**src/rtl/etok_pkg.sv**
```systemverilog
// Shared types, constants, character tables and helpers of the expression tokenizer
`timescale 1ns / 1ps

package etok_pkg;

  localparam int unsigned TEXT_BYTES_DEFAULT  = 65536;
  localparam int unsigned QUEUE_DEPTH_DEFAULT = 2;
  localparam int unsigned SLOTS               = 3;
  localparam int unsigned KW_COUNT            = 5;
  localparam int unsigned OP_CHAR_COUNT       = 11;

  localparam logic [30:0] VALUE_MAX = 31'h7FFF_FFFF;

  typedef enum logic [3:0] {
    KIND_NUMBER   = 4'd0,
    KIND_IDENT    = 4'd1,
    KIND_OPERATOR = 4'd2,
    KIND_RETURN   = 4'd3,
    KIND_IF       = 4'd4,
    KIND_ELSE     = 4'd5,
    KIND_WHILE    = 4'd6,
    KIND_FOR      = 4'd7,
    KIND_END      = 4'd8,
    KIND_ERROR    = 4'd9
  } token_kind_t;

  localparam logic [3:0] OP_NONE   = 4'd0;
  localparam logic [3:0] OP_LT     = 4'd7;
  localparam logic [3:0] OP_GT     = 4'd8;
  localparam logic [3:0] OP_ASSIGN = 4'd9;
  localparam logic [3:0] OP_LE     = 4'd11;
  localparam logic [3:0] OP_GE     = 4'd12;
  localparam logic [3:0] OP_EQ     = 4'd13;
  localparam logic [3:0] OP_NE     = 4'd14;

  typedef enum logic [2:0] {
    MODE_IDLE,
    MODE_IDENT,
    MODE_NUMBER,
    MODE_PENDING,
    MODE_DRAIN
  } scan_mode_t;

  typedef enum logic [1:0] {
    PEND_LT,
    PEND_GT,
    PEND_EQ,
    PEND_BANG
  } pend_op_t;

  typedef struct packed {
    token_kind_t  kind;
    logic [3:0]   op;
    logic [15:0]  start;
    logic [15:0]  length;
    logic [30:0]  value;
  } token_t;

  typedef struct packed {
    logic [SLOTS-1:0]   mask;
    token_t [SLOTS-1:0] slot;
  } bundle_t;

  typedef struct packed {
    logic    valid;
    bundle_t data;
  } q_head_t;

  typedef struct packed {
    logic       found;
    logic [3:0] code;
  } op_hit_t;

  localparam logic [7:0] OP_CHARS [OP_CHAR_COUNT] = '{
    "(", ")", "+", "-", "*", "/", "%", "<", ">", "=", ";"
  };

  localparam logic [7:0] KW_TEXT [KW_COUNT][8] = '{
    '{"r", "e", "t", "u", "r", "n", 8'h00, 8'h00},
    '{"i", "f", 8'h00, 8'h00, 8'h00, 8'h00, 8'h00, 8'h00},
    '{"e", "l", "s", "e", 8'h00, 8'h00, 8'h00, 8'h00},
    '{"w", "h", "i", "l", "e", 8'h00, 8'h00, 8'h00},
    '{"f", "o", "r", 8'h00, 8'h00, 8'h00, 8'h00, 8'h00}
  };

  localparam logic [2:0] KW_LEN [KW_COUNT] = '{3'd6, 3'd2, 3'd4, 3'd5, 3'd3};

  function automatic logic is_letter(logic [7:0] c);
    return (c >= "A" && c <= "Z") || (c >= "a" && c <= "z") || c == "_";
  endfunction

  function automatic logic is_digit(logic [7:0] c);
    return c >= "0" && c <= "9";
  endfunction

  function automatic logic is_space(logic [7:0] c);
    return c == " " || (c >= 8'd9 && c <= 8'd13);
  endfunction

  function automatic op_hit_t op_lookup(logic [7:0] c);
    op_hit_t hit;
    hit = '{found: 1'b0, code: OP_NONE};
    for (int i = 0; i < OP_CHAR_COUNT; i++) begin
      if (OP_CHARS[i] == c) begin
        hit.found = 1'b1;
        hit.code  = 4'(i);
      end
    end
    return hit;
  endfunction

  function automatic logic [KW_COUNT-1:0] kw_match(logic [7:0] c, logic [15:0] idx,
                                                   logic [KW_COUNT-1:0] cur);
    logic [KW_COUNT-1:0] res;
    res = '0;
    for (int k = 0; k < KW_COUNT; k++) begin
      if (cur[k] && idx < 16'(KW_LEN[k]) && KW_TEXT[k][idx[2:0]] == c) begin
        res[k] = 1'b1;
      end
    end
    return res;
  endfunction

  function automatic token_kind_t kw_kind(logic [KW_COUNT-1:0] cand, logic [15:0] len);
    token_kind_t kind;
    kind = KIND_IDENT;
    for (int k = 0; k < KW_COUNT; k++) begin
      if (cand[k] && len == 16'(KW_LEN[k])) begin
        kind = token_kind_t'(4'(KIND_RETURN) + 4'(k));
      end
    end
    return kind;
  endfunction

  function automatic token_t make_tok(token_kind_t kind, logic [3:0] op, logic [15:0] start,
                                     logic [15:0] length, logic [30:0] value);
    token_t t;
    t.kind   = kind;
    t.op     = op;
    t.start  = start;
    t.length = length;
    t.value  = value;
    return t;
  endfunction

endpackage

```
**src/rtl/etok_if.sv**
```systemverilog
// Valid/ready channel interfaces for source bytes and tokens
`timescale 1ns / 1ps

interface etok_char_if;
  logic       valid;
  logic       ready;
  logic [7:0] char_byte;
  logic       is_final;

  modport source (output valid, char_byte, is_final, input ready);
  modport sink   (input valid, char_byte, is_final, output ready);
endinterface

interface etok_token_if;
  logic        valid;
  logic        ready;
  logic [3:0]  token_kind;
  logic [3:0]  op_code;
  logic [15:0] start_offset;
  logic [15:0] token_length;
  logic [30:0] number_value;
  logic        last_of_run;

  modport source (output valid, token_kind, op_code, start_offset, token_length,
                  number_value, last_of_run, input ready);
  modport sink   (input valid, token_kind, op_code, start_offset, token_length,
                  number_value, last_of_run, output ready);
endinterface

```
**src/rtl/etok_front.sv**
```systemverilog
// Scanner front end: classifies each byte and builds the bundle of tokens it causes
`timescale 1ns / 1ps

module etok_front #(
  parameter int unsigned MAX_TEXT_BYTES = etok_pkg::TEXT_BYTES_DEFAULT
) (
  input  logic              clk,
  input  logic              rst,
  etok_char_if.sink         chars,
  input  logic              q_full,
  output logic              q_push,
  output etok_pkg::bundle_t q_data
);
  import etok_pkg::*;

  localparam logic [15:0] OFFSET_LIMIT =
    (MAX_TEXT_BYTES - 1 > 65535) ? 16'hFFFF : 16'(MAX_TEXT_BYTES - 1);

  typedef struct packed {
    logic       valid;
    token_t     tok;
    scan_mode_t mode;
  } flush_t;

  scan_mode_t          scan_mode, scan_mode_next;
  logic [15:0]         byte_offset, byte_offset_next;
  logic [15:0]         token_start, token_start_next;
  logic [30:0]         number_acc, number_acc_next;
  logic [KW_COUNT-1:0] kw_cand, kw_cand_next;
  pend_op_t            pend_op, pend_op_next;

  logic [7:0]          c;
  logic                fin;
  logic                fire;
  logic                used;
  logic                tok_a_valid, tok_b_valid;
  token_t              tok_a, tok_b;
  scan_mode_t          mode_a, mode_b;
  logic [KW_COUNT-1:0] cand_a, cand_b;
  logic [30:0]         acc_a, acc_b, acc_step;
  logic [15:0]         ts_b;
  pend_op_t            pend_b;
  flush_t              fa, fc;
  op_hit_t             hit;
  logic [34:0]         acc_sum;

  function automatic logic [3:0] pend_single(pend_op_t p);
    logic [3:0] code;
    unique case (p)
      PEND_LT: code = OP_LT;
      PEND_GT: code = OP_GT;
      PEND_EQ: code = OP_ASSIGN;
      PEND_BANG: code = OP_NONE;
    endcase
    return code;
  endfunction

  function automatic logic [3:0] pend_pair(pend_op_t p);
    logic [3:0] code;
    unique case (p)
      PEND_LT: code = OP_LE;
      PEND_GT: code = OP_GE;
      PEND_EQ: code = OP_EQ;
      PEND_BANG: code = OP_NE;
    endcase
    return code;
  endfunction

  function automatic flush_t flush_tok(scan_mode_t mode, logic [15:0] ts, logic [16:0] endpos,
                                       logic [KW_COUNT-1:0] cand, logic [30:0] acc,
                                       pend_op_t pend);
    flush_t      f;
    logic [16:0] d;
    logic [15:0] len;
    d       = endpos - {1'b0, ts};
    len     = d[16] ? 16'hFFFF : d[15:0];
    f.valid = 1'b0;
    f.mode  = mode;
    f.tok   = make_tok(KIND_IDENT, OP_NONE, ts, len, '0);
    unique case (mode)
      MODE_IDENT: begin
        f.valid    = 1'b1;
        f.tok.kind = kw_kind(cand, len);
        f.mode     = MODE_IDLE;
      end
      MODE_NUMBER: begin
        f.valid     = 1'b1;
        f.tok.kind  = KIND_NUMBER;
        f.tok.value = acc;
        f.mode      = MODE_IDLE;
      end
      MODE_PENDING: begin
        f.valid      = 1'b1;
        f.tok.length = 16'd1;
        if (pend == PEND_BANG) begin
          f.tok.kind = KIND_ERROR;
          f.mode     = MODE_DRAIN;
        end else begin
          f.tok.kind = KIND_OPERATOR;
          f.tok.op   = pend_single(pend);
          f.mode     = MODE_IDLE;
        end
      end
      MODE_IDLE, MODE_DRAIN: begin
      end
    endcase
    return f;
  endfunction

  assign c           = chars.char_byte;
  assign fin         = chars.is_final;
  assign chars.ready = !q_full;
  assign fire        = chars.valid && !q_full;

  assign acc_sum  = {1'b0, number_acc, 3'b000} + {3'b000, number_acc, 1'b0} + 35'(c[3:0]);
  assign acc_step = (acc_sum > 35'(VALUE_MAX)) ? VALUE_MAX : acc_sum[30:0];

  // finish or extend the token in progress
  always_comb begin
    used        = 1'b0;
    tok_a_valid = 1'b0;
    tok_a       = make_tok(KIND_OPERATOR, OP_NONE, token_start, 16'd2, '0);
    mode_a      = scan_mode;
    cand_a      = kw_cand;
    acc_a       = number_acc;
    fa          = flush_tok(scan_mode, token_start, {1'b0, byte_offset}, kw_cand, number_acc,
                            pend_op);
    unique case (scan_mode)
      MODE_IDENT: begin
        if (is_letter(c) || is_digit(c)) begin
          cand_a = kw_match(c, byte_offset - token_start, kw_cand);
          used   = 1'b1;
        end else begin
          tok_a_valid = fa.valid;
          tok_a       = fa.tok;
          mode_a      = fa.mode;
        end
      end
      MODE_NUMBER: begin
        if (is_digit(c)) begin
          acc_a = acc_step;
          used  = 1'b1;
        end else begin
          tok_a_valid = fa.valid;
          tok_a       = fa.tok;
          mode_a      = fa.mode;
        end
      end
      MODE_PENDING: begin
        if (c == "=") begin
          tok_a_valid = 1'b1;
          tok_a.op    = pend_pair(pend_op);
          mode_a      = MODE_IDLE;
          used        = 1'b1;
        end else begin
          tok_a_valid = fa.valid;
          tok_a       = fa.tok;
          mode_a      = fa.mode;
        end
      end
      MODE_IDLE, MODE_DRAIN: begin
      end
    endcase
  end

  // start a new token on an unused byte
  always_comb begin
    hit         = op_lookup(c);
    mode_b      = mode_a;
    ts_b        = token_start;
    cand_b      = cand_a;
    acc_b       = acc_a;
    pend_b      = pend_op;
    tok_b_valid = 1'b0;
    tok_b       = make_tok(KIND_OPERATOR, hit.code, byte_offset, 16'd1, '0);
    if (!used && mode_a == MODE_IDLE) begin
      ts_b = byte_offset;
      priority if (is_space(c)) begin
      end else if (is_letter(c)) begin
        mode_b = MODE_IDENT;
        cand_b = kw_match(c, 16'd0, '1);
      end else if (is_digit(c)) begin
        mode_b = MODE_NUMBER;
        acc_b  = 31'(c[3:0]);
      end else if (c == "<") begin
        mode_b = MODE_PENDING;
        pend_b = PEND_LT;
      end else if (c == ">") begin
        mode_b = MODE_PENDING;
        pend_b = PEND_GT;
      end else if (c == "=") begin
        mode_b = MODE_PENDING;
        pend_b = PEND_EQ;
      end else if (c == "!") begin
        mode_b = MODE_PENDING;
        pend_b = PEND_BANG;
      end else if (hit.found) begin
        tok_b_valid = 1'b1;
      end else begin
        tok_b_valid = 1'b1;
        tok_b.kind  = KIND_ERROR;
        tok_b.op    = OP_NONE;
        mode_b      = MODE_DRAIN;
      end
    end
    fc = flush_tok(mode_b, ts_b, {1'b0, byte_offset} + 17'd1, cand_b, acc_b, pend_b);
  end

  // next state
  always_comb begin
    if (fin) begin
      scan_mode_next   = MODE_IDLE;
      byte_offset_next = '0;
      token_start_next = '0;
      number_acc_next  = '0;
      kw_cand_next     = '1;
      pend_op_next     = PEND_LT;
    end else begin
      scan_mode_next   = mode_b;
      byte_offset_next = (byte_offset < OFFSET_LIMIT) ? byte_offset + 16'd1 : OFFSET_LIMIT;
      token_start_next = ts_b;
      number_acc_next  = acc_b;
      kw_cand_next     = cand_b;
      pend_op_next     = pend_b;
    end
  end

  // bundle of tokens caused by this byte
  always_comb begin
    q_data.mask[0] = tok_a_valid;
    q_data.slot[0] = tok_a;
    q_data.mask[1] = tok_b_valid || (fin && fc.valid);
    q_data.slot[1] = tok_b_valid ? tok_b : fc.tok;
    q_data.mask[2] = fin;
    q_data.slot[2] = make_tok(KIND_END, OP_NONE, byte_offset, 16'd0, '0);
    q_push         = fire && (q_data.mask != '0);
  end

  always_ff @(posedge clk) begin
    if (rst) begin
      scan_mode   <= MODE_IDLE;
      byte_offset <= '0;
      token_start <= '0;
      number_acc  <= '0;
      kw_cand     <= '1;
      pend_op     <= PEND_LT;
    end else if (fire) begin
      scan_mode   <= scan_mode_next;
      byte_offset <= byte_offset_next;
      token_start <= token_start_next;
      number_acc  <= number_acc_next;
      kw_cand     <= kw_cand_next;
      pend_op     <= pend_op_next;
    end
  end

endmodule

```
**src/rtl/etok_queue.sv**
```systemverilog
// Short queue of token bundles between the scanner and the output stage
`timescale 1ns / 1ps

module etok_queue #(
  parameter int unsigned DEPTH = etok_pkg::QUEUE_DEPTH_DEFAULT
) (
  input  logic              clk,
  input  logic              rst,
  input  logic              push,
  input  etok_pkg::bundle_t push_data,
  output logic              full,
  input  logic              pop,
  output etok_pkg::q_head_t head
);
  import etok_pkg::*;

  localparam int unsigned PTR_W = (DEPTH > 1) ? $clog2(DEPTH) : 1;
  localparam int unsigned CNT_W = $clog2(DEPTH + 1);

  bundle_t          entries [DEPTH];
  logic [PTR_W-1:0] wr_ptr, rd_ptr;
  logic [CNT_W-1:0] count;

  function automatic logic [PTR_W-1:0] bump(logic [PTR_W-1:0] p);
    return (p == PTR_W'(DEPTH - 1)) ? '0 : p + PTR_W'(1);
  endfunction

  assign full       = count == CNT_W'(DEPTH);
  assign head.valid = count != '0;
  assign head.data  = entries[rd_ptr];

  always_ff @(posedge clk) begin
    if (push) begin
      entries[wr_ptr] <= push_data;
    end
  end

  always_ff @(posedge clk) begin
    if (rst) begin
      wr_ptr <= '0;
      rd_ptr <= '0;
      count  <= '0;
    end else begin
      if (push) begin
        wr_ptr <= bump(wr_ptr);
      end
      if (pop) begin
        rd_ptr <= bump(rd_ptr);
      end
      count <= count + CNT_W'(push) - CNT_W'(pop);
    end
  end

endmodule

```
**src/rtl/etok_back.sv**
```systemverilog
// Output stage: hands out the tokens of each bundle one transfer at a time
`timescale 1ns / 1ps

module etok_back (
  input  logic              clk,
  input  logic              rst,
  input  etok_pkg::q_head_t head,
  output logic              pop,
  etok_token_if.source      tokens
);
  import etok_pkg::*;

  logic [SLOTS-1:0] taken;
  logic [SLOTS-1:0] remaining;
  logic [SLOTS-1:0] sel;
  logic [SLOTS-1:0] rest;
  logic             load;
  token_t           sel_tok;
  token_t           out_tok;
  logic             out_valid;
  logic             out_last;

  always_comb begin
    remaining = head.data.mask & ~taken;
    sel       = remaining & (~remaining + SLOTS'(1));
    rest      = remaining & ~sel;
    load      = head.valid && (!out_valid || tokens.ready);
    pop       = load && (rest == '0);
    sel_tok   = head.data.slot[0];
    for (int i = 0; i < SLOTS; i++) begin
      if (sel[i]) begin
        sel_tok = head.data.slot[i];
      end
    end
  end

  always_ff @(posedge clk) begin
    if (rst) begin
      out_valid <= 1'b0;
      taken     <= '0;
    end else if (load) begin
      out_valid <= 1'b1;
      taken     <= pop ? '0 : (taken | sel);
    end else if (tokens.ready) begin
      out_valid <= 1'b0;
    end
  end

  always_ff @(posedge clk) begin
    if (load) begin
      out_tok  <= sel_tok;
      out_last <= rest == '0;
    end
  end

  assign tokens.valid        = out_valid;
  assign tokens.token_kind   = out_tok.kind;
  assign tokens.op_code      = out_tok.op;
  assign tokens.start_offset = out_tok.start;
  assign tokens.token_length = out_tok.length;
  assign tokens.number_value = out_tok.value;
  assign tokens.last_of_run  = out_last;

endmodule

```
**src/rtl/expression_tokenizer.sv**
```systemverilog
// Top level of the expression tokenizer: scanner, bundle queue and output stage
// Path: an accepted byte's bundle is queued, then the output stage registers its first token.
// Throughput: one byte per cycle while the queue is not full; the output stage gives one token
// per cycle while tokens.ready is high, so a byte that ends in two or three tokens holds the
// output for one transfer each; the default two-entry queue lets the scanner run ahead.
// Reset: synchronous rst returns the scanner to idle at offset zero and empties the queue.
`timescale 1ns / 1ps

module expression_tokenizer #(
  parameter int unsigned MAX_TEXT_BYTES = etok_pkg::TEXT_BYTES_DEFAULT,
  parameter int unsigned QUEUE_DEPTH    = etok_pkg::QUEUE_DEPTH_DEFAULT
) (
  input  logic         clk,
  input  logic         rst,
  etok_char_if.sink    chars,
  etok_token_if.source tokens
);
  import etok_pkg::*;

  logic    q_push;
  logic    q_full;
  logic    q_pop;
  bundle_t q_data;
  q_head_t q_head;

  etok_front #(
    .MAX_TEXT_BYTES(MAX_TEXT_BYTES)
  ) u_front (
    .clk    (clk),
    .rst    (rst),
    .chars  (chars),
    .q_full (q_full),
    .q_push (q_push),
    .q_data (q_data)
  );

  etok_queue #(
    .DEPTH(QUEUE_DEPTH)
  ) u_queue (
    .clk       (clk),
    .rst       (rst),
    .push      (q_push),
    .push_data (q_data),
    .full      (q_full),
    .pop       (q_pop),
    .head      (q_head)
  );

  etok_back u_back (
    .clk    (clk),
    .rst    (rst),
    .head   (q_head),
    .pop    (q_pop),
    .tokens (tokens)
  );

endmodule

```
**src/flat_wrapper.sv**
```systemverilog
// flat-port wrapper written by rule: the top's interface ports become plain ports
module expression_tokenizer_flat import etok_pkg::*;
#(
  parameter int unsigned MAX_TEXT_BYTES = etok_pkg::TEXT_BYTES_DEFAULT,
  parameter int unsigned QUEUE_DEPTH    = etok_pkg::QUEUE_DEPTH_DEFAULT
)
  (clk, rst, chars_valid, chars_char_byte, chars_is_final, chars_ready, tokens_valid, tokens_token_kind, tokens_op_code, tokens_start_offset, tokens_token_length, tokens_number_value, tokens_last_of_run, tokens_ready);
  etok_char_if chars_i ();
  etok_token_if tokens_i ();
  input  logic clk;
  input  logic rst;
  input wire logic [$bits(chars_i.valid)-1:0] chars_valid;
  input wire logic [$bits(chars_i.char_byte)-1:0] chars_char_byte;
  input wire logic [$bits(chars_i.is_final)-1:0] chars_is_final;
  output wire logic [$bits(chars_i.ready)-1:0] chars_ready;
  output wire logic [$bits(tokens_i.valid)-1:0] tokens_valid;
  output wire logic [$bits(tokens_i.token_kind)-1:0] tokens_token_kind;
  output wire logic [$bits(tokens_i.op_code)-1:0] tokens_op_code;
  output wire logic [$bits(tokens_i.start_offset)-1:0] tokens_start_offset;
  output wire logic [$bits(tokens_i.token_length)-1:0] tokens_token_length;
  output wire logic [$bits(tokens_i.number_value)-1:0] tokens_number_value;
  output wire logic [$bits(tokens_i.last_of_run)-1:0] tokens_last_of_run;
  input wire logic [$bits(tokens_i.ready)-1:0] tokens_ready;
  assign chars_i.valid = chars_valid;
  assign chars_i.char_byte = chars_char_byte;
  assign chars_i.is_final = chars_is_final;
  assign chars_ready = chars_i.ready;
  assign tokens_valid = tokens_i.valid;
  assign tokens_token_kind = tokens_i.token_kind;
  assign tokens_op_code = tokens_i.op_code;
  assign tokens_start_offset = tokens_i.start_offset;
  assign tokens_token_length = tokens_i.token_length;
  assign tokens_number_value = tokens_i.number_value;
  assign tokens_last_of_run = tokens_i.last_of_run;
  assign tokens_i.ready = tokens_ready;
  expression_tokenizer #(.MAX_TEXT_BYTES(MAX_TEXT_BYTES), .QUEUE_DEPTH(QUEUE_DEPTH)) u_core (.clk(clk), .rst(rst), .chars(chars_i), .tokens(tokens_i));
endmodule
```
**config.mk**
```make
export PLATFORM = sky130hd
export DESIGN_NAME = expression_tokenizer_flat
export DESIGN_NICKNAME = d
export VERILOG_FILES = /design/src/rtl/etok_pkg.sv /design/src/rtl/etok_if.sv /design/src/rtl/etok_front.sv /design/src/rtl/etok_queue.sv /design/src/rtl/etok_back.sv /design/src/rtl/expression_tokenizer.sv /design/src/flat_wrapper.sv
export SDC_FILE = /design/constraint.sdc
export NUM_CORES = 1
export LEC_CHECK = 0
export ABC_CLOCK_PERIOD_IN_PS = 23300
export BUFFER_PORTS_ARGS = -buffer_cell sky130_fd_sc_hd__buf_4
export CAP_MARGIN = 20
export CORE_ASPECT_RATIO = 0.9
export CORE_MARGIN = 1
export CORE_UTILIZATION = 67
export CTS_CLUSTER_DIAMETER = 120
export DETAILED_ROUTE_END_ITERATION = 8
export PLACE_DENSITY = 0.84
export SETUP_SLACK_MARGIN = 0.3
export SLEW_MARGIN = 20
export SYNTH_ARGS = -nofsm -noshare
export SYNTH_HDL_FRONTEND = slang
export SYNTH_SLANG_ARGS = --single-unit
```
**constraint.sdc**
```tcl
create_clock -name clk -period 23.3 [get_ports clk]
set_clock_uncertainty 0.05 [all_clocks]
set_input_delay 3.495 -clock clk [delete_from_list [all_inputs] [get_ports clk]]
set_output_delay 3.495 -clock clk [all_outputs]
set_load 0.02 [all_outputs]
```
==> results of run 1 <==
## through the flow
step                cells  setup slack (ns)  hold slack [ns]  total power (W)
detailed placement   2486             13.80           0.4080         0.001815
global placement     2485             14.00           0.4006         0.001791
global route         2570             13.78           0.4426         0.002629
finish               2570             14.25           0.4270         0.002533
floorplan            2025             10.43           0.3911         0.001602
CTS                  2569             14.35           0.4274         0.002549
## metal layers
| metal | GRT usage | routed length [um] | vias to the layer above |
|---|---|---|---|
| met4 | 0.1287 | 2122 | 0 |
| li1 | - | - | 7699 |
| met5 | 0 | 0 | - |
| met2 | 0.5395 | 28520 | 622 |
| met3 | 0.04300 | 3270 | 151 |
| met1 | 0.3951 | 22810 | 8262 |
## layout make-up
type	count	area (sq um)
clock buffers	61	1269
clock inverters	22	216.5
fillers	2234	8548
inverters	63	237.7
multi-input cells	1372	10220
flip-flops and latches	476	13480
well taps	469	586.8
repair buffers	107	819.5
## power by group
part	switching, W	internal (W)
registers	0.0000522	0.00112
logic	0.000373	0.000249
clock network	0.000310	0.000427
total	0.000736	0.00180
## flip-flops by register name (all words and copies together) (netlist names), 2 cells and up, named ones only
| signal | cells |
|---|---|
| u_core.u_back.taken | 3 |
| u_core.u_back.tokens.number_value | 31 |
| u_core.u_back.tokens.op_code | 4 |
| u_core.u_back.tokens.start_offset | 16 |
| u_core.u_back.tokens.token_kind | 4 |
| u_core.u_back.tokens.token_length | 16 |
| u_core.u_front.byte_offset | 16 |
| u_core.u_front.kw_cand | 5 |
| u_core.u_front.number_acc | 31 |
| u_core.u_front.pend_op | 2 |
| u_core.u_front.scan_mode | 3 |
| u_core.u_front.token_start | 16 |
| u_core.u_queue.count | 2 |
| u_core.u_queue.entries | 322 |
## worst max path at each step
| stage | start | endpoint | depth (start not counted) |
|---|---|---|---|
| 2_1_floorplan | chars_char_byte[5] | u_core.u_queue.entries[0][0] | 11 |
| 4_1_cts | chars_char_byte[0] | u_core.u_queue.entries[1][140] | 21 |
| 3_3_place_gp | chars_char_byte[0] | u_core.u_queue.entries[0][140] | 21 |
| 3_5_place_dp | chars_char_byte[0] | u_core.u_queue.entries[0][139] | 21 |
| 5_1_grt | chars_char_byte[0] | u_core.u_queue.entries[0][140] | 21 |
| 6_report | chars_char_byte[0] | u_core.u_queue.entries[0][140] | 21 |
## kinds of logic (layout without fill, tap and decap cells)
logic type / Yosys count / count (layout) / synth area share
compound gates: 451 / 451 / 0.1200
xor+xnor: 86 / 86 / 0.03094
fa+ha+maj: 118 / 118 / 0.06178
buf+inv: 177 / 253 / 0.02848
flops: 476 / 476 / 0.5535
mux: 98 / 98 / 0.07690
simple gates: 619 / 619 / 0.1285
## cells in the mapped netlist (5+ instances only)
master / instances / area [sq um]
nor3_1: 36 / 180.2
o221ai_1: 5 / 43.79
inv_1: 62 / 232.7
buf_1: 10 / 37.54
nand3_1: 35 / 175.2
or2_2: 10 / 62.56
clkbuf_1: 93 / 349.1
and3_1: 35 / 219.0
o22ai_1: 12 / 75.07
o2111ai_1: 5 / 43.79
dfxtp_1: 82 / 1642
mux4_2: 71 / 1599
ha_1: 113 / 1414
nand2_1: 106 / 397.9
or3_1: 6 / 37.54
a22oi_1: 25 / 187.7
edfxtp_1: 394 / 11830
nor2b_1: 72 / 450.4
o21ai_0: 82 / 410.4
o211ai_1: 8 / 60.06
nand2b_1: 21 / 131.4
a211oi_1: 30 / 225.2
and2_1: 39 / 244.0
buf_2: 8 / 40.04
xor2_1: 44 / 385.4
o21ai_1: 12 / 60.06
nand4_1: 20 / 125.1
o21a_1: 10 / 75.07
xnor2_1: 42 / 367.9
a21oi_1: 142 / 710.7
a31oi_1: 23 / 143.9
a21o_1: 27 / 202.7
nor2_1: 200 / 750.7
mux2i_1: 25 / 250.2
nor4_1: 8 / 50.05
o21bai_1: 8 / 60.06
o31ai_1: 8 / 60.06
==> flow_summary_export.csv, run 1 <==
group,metric,value,unit
outcome,outcome,"finished, final reports clean",
detailed_routing,drc_errors,0,
clock_network,cts.sinks,476,
clock_network,cts_hold_buf,0,
floorplanning,dieHeight,182.8,um
sta,rsz0062_at_grt,"no",
detailed_routing,totalWireLength,56720,um
yosys,yosys_warnings,0,
global_routing,antenna_found_initial,0,
worst_setup_path,reg2reg_from,"u_core.u_front.scan_mode[0]",
power_and_ir_drop,p_leak,10.06,nW
sta,finalHoldViolations,0,
finish,final_common_cell,"edfxtp_1",
hold_path,hold_path.class,"reg2reg",
finish,drive_above_1_share,0.1404,
sta,worst_pin_slew,1.108,ns
clock_network,cts_resized,0,
hold_path,hold_path_startpoint,"u_core.u_back.taken[0]",
worst_setup_path,r2r-end,"u_core.u_queue.entries[0][140]",
yosys,synthCells,2025,
flow_run,cap_violations,0,
worst_setup_path,rrSetupSlack,17.10,ns
floorplanning,coreArea,35380,sq um
place,dpl-instance-area,25320,sq um
sta,report.final.setup_viol,0,
detailed_routing,first_pass_iters,5,
place,numPortBuffers,86,
global_routing,grt_usage,0.3109,
finish,area_delta_synth_final,10.22,%
yosys,synth_cell_types,97,
clock_network,cts_buffer_depth,3,
power_and_ir_drop,power_density,94.40,nW/um^2
clock_network,cts_made_buffers,45,
floorplanning,ioPinCount,87,
global_routing,grt_max_degree,89,
floorplanning,rows,65,
worst_setup_path,cp_top_family,"compound AO/OA/AOI/OAI gates",
yosys,yosysSeqAreaShare,0.5535,
sta,maxSlewHeadroom,0.2551,
clock_network,clk_pin_slew,0.07,ns
yosys,ys_ff_latch,476,
sta,finalSetupTns,0,ns
hold_path,holdPathEnd,"u_core.u_back.taken[0]",
worst_setup_path,start_kind,"primary input",
clock_network,htree_levels,2,
clock_network,clk_latency,0.57,ns
detailed_routing,wire_per_inst,22.07,um
hold_path,holdPathStages,1,
sta,drv_slew,0,
detailed_routing,viasPerCell,6.511,
detailed_routing,detail-route-antenna-nets,0,
global_routing,grt_pass1_vias,16810,
floorplanning,dieArea,37100,sq um
worst_setup_path,slowest_delay,0.69,ns
place,place_hpwl,38160,um
worst_setup_path,end_kind,"register",
clock_network,cts_tree,"done",
worst_setup_path,worstPathCellList,"buf_4 -> nor2b_1 -> nand4_4 -> a41oi_4 -> o21ai_2 -> or3_1 -> o21ai_0 -> inv_1 -> ha_1 -> ha_1 -> fa_1 -> a21o_1 -> a211oi_1 -> o31ai_1 -> a21o_1 -> a21oi_1 -> xor2_1 -> nand4b_1 -> nor4b_1 -> nand2_1 -> a311oi_1",
worst_setup_path,cpMaxStageDelayCell,"or3_1",
finish,antenna_cells,0,
sta,timing.final.crit_share,0.3886,
clock_network,post_cts_buffers,0,
yosys,synth_edf_count,394,
floorplanning,initial_core_util,0.6881,
global_routing,grt-ovfl-total,0,
global_routing,grt_pass1_wl,89950,um
yosys,synth_nets,2155,
yosys,avgSynthCellArea,12.02,sq um
worst_setup_path,worstPathArrival,9.35,ns
power_and_ir_drop,irDropWorstVdd,0.07830,mV
finish,final_core_util,0.7584,
detailed_routing,drt_iter0_drc,1430,
sta,max_freq,110.5,MHz
finish,design_area,26830,sq um
clock_network,cts-root-buf,"clkbuf_16",
yosys,async_reset_ff_frac,0,
worst_setup_path,cp_max_fo,31,
finish,mostFrequentLayoutCells,"394 x edfxtp_1, 196 x nor2_1, 142 x a21oi_1",
place,place_congestion,0.9436,
worst_setup_path,reg2regPathDepth,20,
finish,num-nets-final,2195,
sta,finalCriticalPeriod,9.054,ns
worst_setup_path,crit_buf_inv,2,
floorplanning,fp.dieW,202.9,um
worst_setup_path,worstPathRequired,23.60,ns
yosys,syn-cell-area,24340,sq um
worst_setup_path,setup.worst_path.class,"in2reg",
yosys,synthFlopType,"edfxtp_1",
detailed_routing,via_count,16730,
(Power assumes the default switching activity.)
==> run 2: changes to the inputs <==
--- a/config.mk
+++ b/config.mk
@@ -5,15 +5,15 @@
 export SDC_FILE = /design/constraint.sdc
 export NUM_CORES = 1
 export LEC_CHECK = 0
-export ABC_CLOCK_PERIOD_IN_PS = 23300
+export ABC_CLOCK_PERIOD_IN_PS = 8600
 export BUFFER_PORTS_ARGS = -buffer_cell sky130_fd_sc_hd__buf_4
 export CAP_MARGIN = 20
 export CORE_ASPECT_RATIO = 0.9
 export CORE_MARGIN = 1
-export CORE_UTILIZATION = 67
+export CORE_UTILIZATION = 63
 export CTS_CLUSTER_DIAMETER = 120
 export DETAILED_ROUTE_END_ITERATION = 8
-export PLACE_DENSITY = 0.84
+export PLACE_DENSITY = 0.8
 export SETUP_SLACK_MARGIN = 0.3
 export SLEW_MARGIN = 20
 export SYNTH_ARGS = -nofsm -noshare
==> constraint.sdc (replaced) <==
create_clock -name clk -period 8.6 [get_ports clk]
set_clock_uncertainty 0.05 [all_clocks]
set_input_delay 1.29 -clock clk [delete_from_list [all_inputs] [get_ports clk]]
set_output_delay 1.29 -clock clk [all_outputs]
set_load 0.02 [all_outputs]
==> flow_summary_export.csv, run 2 (same netlist as run 1, synthesis figures left out) <==
group,metric,value,unit
outcome,outcome,"finished, final reports clean",
detailed_routing,viasPerCell,6.386,
worst_setup_path,worstPathArrival,7.24,ns
finish,largest_register_ffs,322,
global_routing,grt_usage,0.2990,
power_and_ir_drop,irDropWorstVdd,0.2099,mV
sta,max_freq,144.2,MHz
detailed_routing,drt_iter0_drc,1428,
global_routing,grt_max_degree,111,
place,numPortBuffers,86,
floorplanning,dieHeight,188.5,um
floorplanning,rows,67,
sta,maxSlewHeadroom,0.2681,
sta,finalSetupTns,0,ns
clock_network,cts_made_buffers,47,
clock_network,cts_tree,"done",
finish,final_core_util,0.7171,
clock_network,htree_levels,2,
sta,timing.final.crit_share,0.8066,
power_and_ir_drop,power.share.switching,0.2895,
power_and_ir_drop,clockPowerShare,0.304,
floorplanning,dieArea,39430,sq um
clock_network,post_cts_buffers,0,
detailed_routing,totalWireLength,57830,um
global_routing,grt_pass1_vias,16700,
place,place_hpwl,38330,um
clock_network,cts.sinks,476,
floorplanning,fp.dieW,209.2,um
worst_setup_path,setup.worst_path.class,"in2reg",
sta,setup_ws,1.663,ns
clock_network,clk_latency,0.58,ns
clock_network,clk_pin_slew,0.06,ns
place,dp_cells,2499,
place,place_congestion,0.9215,
finish,drive_above_1_share,0.1431,
place,pre_cts_ws,1.185,ns
detailed_routing,via_count,16530,
power_and_ir_drop,p_switching,0.002029,W
detailed_routing,wire_per_inst,22.35,um
finish,num-nets-final,2196,
global_routing,grt_pass1_wl,91530,um
detailed_routing,first_pass_iters,7,
power_and_ir_drop,power.total,0.007010,W
sta,worst_pin_slew,1.098,ns
clock_network,cts_resized,0,
worst_setup_path,end_kind,"register",
finish,final_common_cell,"edfxtp_1",
floorplanning,ioPinCount,87,
sta,finalCriticalPeriod,6.937,ns
power_and_ir_drop,p_leak,10.11,nW
sta,report.final.setup_viol,0,
worst_setup_path,cp_max_fo,31,
floorplanning,coreArea,37640,sq um
worst_setup_path,start_kind,"primary input",
sta,drv_slew,0,
detailed_routing,drc_errors,0,
worst_setup_path,worstPathRequired,8.91,ns
floorplanning,initial_core_util,0.6467,
sta,rsz0062_at_grt,"no",
hold_path,hold_path.class,"reg2reg",
sta,finalHoldViolations,0,
finish,area_delta_synth_final,10.89,%
clock_network,cts_hold_buf,0,
finish,mostFrequentLayoutCells,"394 x edfxtp_1, 196 x nor2_1, 142 x a21oi_1",
clock_network,cts-root-buf,"clkbuf_16",
clock_network,cts_buffer_depth,3,
global_routing,antenna_found_initial,1,
detailed_routing,detail-route-antenna-nets,0,
power_and_ir_drop,p_int,0.004981,W
flow_run,cap_violations,0,
power_and_ir_drop,seqPwrFrac,0.454,
power_and_ir_drop,combPwrFrac,0.241,
finish,stdcell_count,2588,
global_routing,grt-ovfl-total,0,
power_and_ir_drop,power_density,259.7,nW/um^2
finish,largest-register,"u_core.u_queue.entries",
## run 2: changes by cell type in the layout (fill, tap and decap cells not counted), sizes merged
cell      previous run  this run
clkbuf              61        57
clkinv              16        20
bufinv               4         7
clkinvlp             2         4
buf                107       106
diode                0         1
inv                 63        62
## run 2: critical path, cell delays in order
cell,delay (ns)
buf_4,0.29
nor2b_1,0.34
nand4_4,0.23
a41oi_4,0.37
o21ai_2,0.12
or3_1,0.68
o21ai_0,0.49
inv_1,0.09
ha_1,0.19
ha_1,0.22
fa_1,0.41
a21o_1,0.24
a211oi_1,0.33
o31ai_1,0.17
a21o_1,0.21
a21oi_1,0.17
xor2_1,0.22
nand4b_1,0.34
a211oi_1,0.39
nor2_1,0.09
a311oi_1,0.36
## run 2: metal layers
metal  share of wire  track usage  vias to the layer above
met3           0.046      0.04150                      117
met4           0.030       0.1092                        0
met1            0.41       0.3791                     8224
met5               0            0                        -
met2            0.51       0.5249                      468
li1                -            -                     7719
## run 2: power groups by stage
| stage | sequential (W) | combinational (W) | clock (W) |
|---|---|---|---|
| floorplan | 0.00347 | 0.000868 | 0 |
| global placement | 0.00322 | 0.00164 | 0 |
| detailed placement | 0.00324 | 0.00168 | 0 |
| CTS | 0.00320 | 0.00169 | 0.00216 |
| global route | 0.00322 | 0.00181 | 0.00224 |
| finish | 0.00319 | 0.00169 | 0.00213 |
## run 2: layout make-up
class,instances,area (sq um)
fill,2585,10650
clock inverter,30,342.8
tap,483,604.3
sequential,476,13480
antenna,1,2.502
multi-input combinational,1372,10230
timing repair buffer,106,833.3
inverter,63,237.7
clock buffer,57,1266
## run 2: path summary, 6_finish.rpt
check                                   start                        endpoint  slack (ns)  cells past startpoint
setup / recovery           chars_char_byte[0]  u_core.u_queue.entries[1][140]        1.66                     21
hold / removal         u_core.u_back.taken[0]          u_core.u_back.taken[0]        0.43                      1
setup reg to reg  u_core.u_front.scan_mode[0]  u_core.u_queue.entries[1][140]        2.33                     20
hold reg to reg        u_core.u_back.taken[0]          u_core.u_back.taken[0]        0.43                      1
## run 2: stage by stage
stage          hold slack (ns)  instance area (sq um)
2_1_floorplan           0.3911                  24340
3_5_place_dp            0.4107                  25350
6_report                0.4294                  26990
4_1_cts                 0.4311                  26960
5_1_grt                 0.4520                  26990
3_3_place_gp            0.4047                  25350
==> run 3: changes to the inputs <==
--- a/config.mk
+++ b/config.mk
@@ -5,15 +5,15 @@
 export SDC_FILE = /design/constraint.sdc
 export NUM_CORES = 1
 export LEC_CHECK = 0
-export ABC_CLOCK_PERIOD_IN_PS = 8600
+export ABC_CLOCK_PERIOD_IN_PS = 6200
 export BUFFER_PORTS_ARGS = -buffer_cell sky130_fd_sc_hd__buf_4
 export CAP_MARGIN = 20
 export CORE_ASPECT_RATIO = 0.9
 export CORE_MARGIN = 1
-export CORE_UTILIZATION = 63
+export CORE_UTILIZATION = 57
 export CTS_CLUSTER_DIAMETER = 120
 export DETAILED_ROUTE_END_ITERATION = 8
-export PLACE_DENSITY = 0.8
+export PLACE_DENSITY = 0.76
 export SETUP_SLACK_MARGIN = 0.3
 export SLEW_MARGIN = 20
 export SYNTH_ARGS = -nofsm -noshare
==> constraint.sdc (replaced) <==
create_clock -name clk -period 6.2 [get_ports clk]
set_clock_uncertainty 0.05 [all_clocks]
set_input_delay 0.93 -clock clk [delete_from_list [all_inputs] [get_ports clk]]
set_output_delay 0.93 -clock clk [all_outputs]
set_load 0.02 [all_outputs]
==> flow_summary_export.csv, run 3 (same netlist as run 1, synthesis figures left out) <==
group,metric,value,unit
place,place_hpwl,39530,um
worst_setup_path,cp_max_fo,16,
finish,num-nets-final,2219,
finish,mostFrequentLayoutCells,"394 x edfxtp_1, 197 x nor2_1, 142 x a21oi_1",
hold_path,holdPathStages,1,
clock_network,cts-root-buf,"clkbuf_16",
sta,report.final.setup_viol,0,
floorplanning,dieArea,43540,sq um
finish,antenna_cells,0,
floorplanning,initial_core_util,0.5805,
worst_setup_path,crit_buf_inv,2,
worst_setup_path,worstPathCellList,"buf_4 -> and2_1 -> nand4_4 -> a41oi_4 -> o21ai_2 -> or3_1 -> o21ai_0 -> inv_1 -> ha_1 -> ha_1 -> fa_1 -> a21o_1 -> a221oi_1 -> o21bai_1 -> a21o_1 -> xnor2_1 -> and4_1 -> nand4b_1 -> a2111oi_1 -> o31ai_1 -> a31oi_1",
power_and_ir_drop,p_int,0.006703,W
worst_setup_path,start_kind,"primary input",
worst_setup_path,worstPathRequired,6.54,ns
place,numPortBuffers,86,
detailed_routing,via_count,16430,
finish,multiInputGateArea,10230,sq um
worst_setup_path,worstPathArrival,5.89,ns
power_and_ir_drop,seqPwrFrac,0.462,
place,dp_cells,2586,
worst_setup_path,path_depth,21,
place,dpl-instance-area,25660,sq um
finish,final_common_cell,"edfxtp_1",
outcome,outcome,"finished, violations left",
worst_setup_path,r2r-end,"u_core.u_queue.entries[1][139]",
power_and_ir_drop,irDropWorstVdd,0.2921,mV
detailed_routing,drc_errors,8,
sta,worst_pin_slew,0.9858,ns
power_and_ir_drop,clockPowerShare,0.286,
floorplanning,coreArea,41930,sq um
detailed_routing,wire_per_inst,21.52,um
global_routing,antenna_found_initial,0,
detailed_routing,detail-route-antenna-nets,0,
power_and_ir_drop,power_density,350.2,nW/um^2
power_and_ir_drop,p_leak,10.17,nW
detailed_routing,totalWireLength,57580,um
sta,worst_hold_slack,0.4167,ns
sta,finalHoldViolations,0,
worst_setup_path,cpMaxStageDelayCell,"a2111oi_1",
clock_network,htree_levels,2,
detailed_routing,first_pass_iters,8,
global_routing,grt_pass1_vias,16320,
finish,fillers,3184,
power_and_ir_drop,combPwrFrac,0.251,
global_routing,grt_pass1_wl,90310,um
worst_setup_path,reg2regPathDepth,19,
worst_setup_path,end_kind,"register",
flow_run,cap_violations,0,
detailed_routing,drt_iter0_drc,1656,
sta,timing.final.crit_share,0.8955,
power_and_ir_drop,p_switching,0.002809,W
hold_path,hold_path_startpoint,"u_core.u_back.taken[0]",
worst_setup_path,slowest_delay,0.48,ns
place,place_congestion,0.9348,
worst_setup_path,cp_top_family,"compound AO/OA/AOI/OAI gates",
global_routing,grt_max_degree,59,
floorplanning,ioPinCount,87,
finish,stdcell_count,2675,
hold_path,hold_path.class,"reg2reg",
sta,finalSetupTns,0,ns
global_routing,grt_usage,0.2697,
detailed_routing,viasPerCell,6.143,
worst_setup_path,setup.worst_path.class,"in2reg",
worst_setup_path,reg2reg_from,"u_core.u_front.scan_mode[2]",
floorplanning,dieHeight,198.1,um
clock_network,cts_tree,"done",
clock_network,cts_made_buffers,47,
outcome,violations,"DRC",
sta,drv_slew,0,
finish,drive_above_1_share,0.1523,
finish,largest_register_ffs,322,
power_and_ir_drop,power.share.switching,0.2953,
sta,rsz0062_at_grt,"yes",
floorplanning,fp.dieW,219.8,um
finish,largest-register,"u_core.u_queue.entries",
clock_network,cts.sinks,476,
worst_setup_path,rrSetupSlack,0.84,ns
clock_network,clk_pin_slew,0.06,ns
sta,finalCriticalPeriod,5.552,ns
finish,final_core_util,0.6478,
clock_network,clk_latency,0.58,ns
finish,area_delta_synth_final,11.58,%
sta,maxSlewHeadroom,0.3428,
hold_path,holdPathEnd,"u_core.u_back.taken[0]",
finish,design_area,27160,sq um
global_routing,grt-ovfl-total,0,
finish,ff_latch_area,13480,sq um
floorplanning,rows,71,
clock_network,cts_buffer_depth,3,
sta,max_freq,180.1,MHz
==> run 3: cell types whose count changed in the layout (fill, tap and decap cells not counted), sizes merged <==
cell / before / now
buf: 106 / 129
bufinv: 7 / 2
clkinv: 20 / 24
clkbuf: 57 / 58
clkinvlp: 4 / 5
diode: 1 / 0
==> run 3: routing by layer <==
metal	global-route usage	wire length [um]	vias to the layer above
met2	0.4653	28830	502
met4	0.08072	1346	0
met1	0.3552	24290	8092
met3	0.03487	3109	91
li1	-	-	7748
met5	0	0	-
==> run 3: final cells by class <==
| class | instances | share of cell area |
|---|---|---|
| sequential | 476 | 0.4962 |
| clock inverter | 30 | 0.008522 |
| clock buffer | 58 | 0.04597 |
| timing repair buffer | 129 | 0.03856 |
| tap | 547 | 0.02520 |
| multi-input combinational | 1372 | 0.3768 |
| inverter | 63 | 0.008753 |
==> run 3: worst reg2reg max path: cells and delay by family (launching register included) <==
| kind | cells | cell delay (ns) |
|---|---|---|
| DFF | 1 | 0.56 |
| and+or+nand+nor | 4 | 1.15 |
| AOI/OAI and AO/OA | 10 | 2.32 |
| buffers and inverters | 1 | 0.07 |
| adders and majority gates | 3 | 0.81 |
| xor gates and xnor gates | 1 | 0.20 |
==> run 3: worst max-delay path by stage <==
stage	from	to	slack, ns
after CTS	chars_char_byte[2]	u_core.u_queue.entries[1][139]	0.61
after detailed placement	chars_char_byte[2]	u_core.u_queue.entries[1][139]	0.02
after global routing	chars_char_byte[2]	u_core.u_queue.entries[1][139]	0.28
after floorplan	chars_char_byte[5]	u_core.u_queue.entries[1][0]	-1.39
final	chars_char_byte[2]	u_core.u_queue.entries[1][139]	0.65
after global placement	chars_char_byte[2]	u_core.u_queue.entries[0][140]	0.20
==> run 3: per-stage QoR <==
stage	power (W)	worst slack, ns
after floorplan	0.005985	-1.389
after global placement	0.006819	0.1989
after detailed placement	0.006878	0.01767
after CTS	0.009608	0.6092
after global routing	0.009917	0.2792
final	0.009512	0.6477
==> run 3: repair_timing <==
action	in CTS	in global routing
buffers inserted	0	0
hold buffers	0	0
endpoints found under the hold margin	0	0
gates resized for setup	0	3
setup endpoints to repair	0	4
==> run 3: power by group through the flow <==
stage	sequential (W)	combinational (W)	clock, W
after global placement	0.00443	0.00239	0
after detailed placement	0.00447	0.00241	0
after CTS	0.00441	0.00242	0.00278
final	0.00440	0.00239	0.00272
after floorplan	0.00478	0.00121	0
after global routing	0.00446	0.00255	0.00290
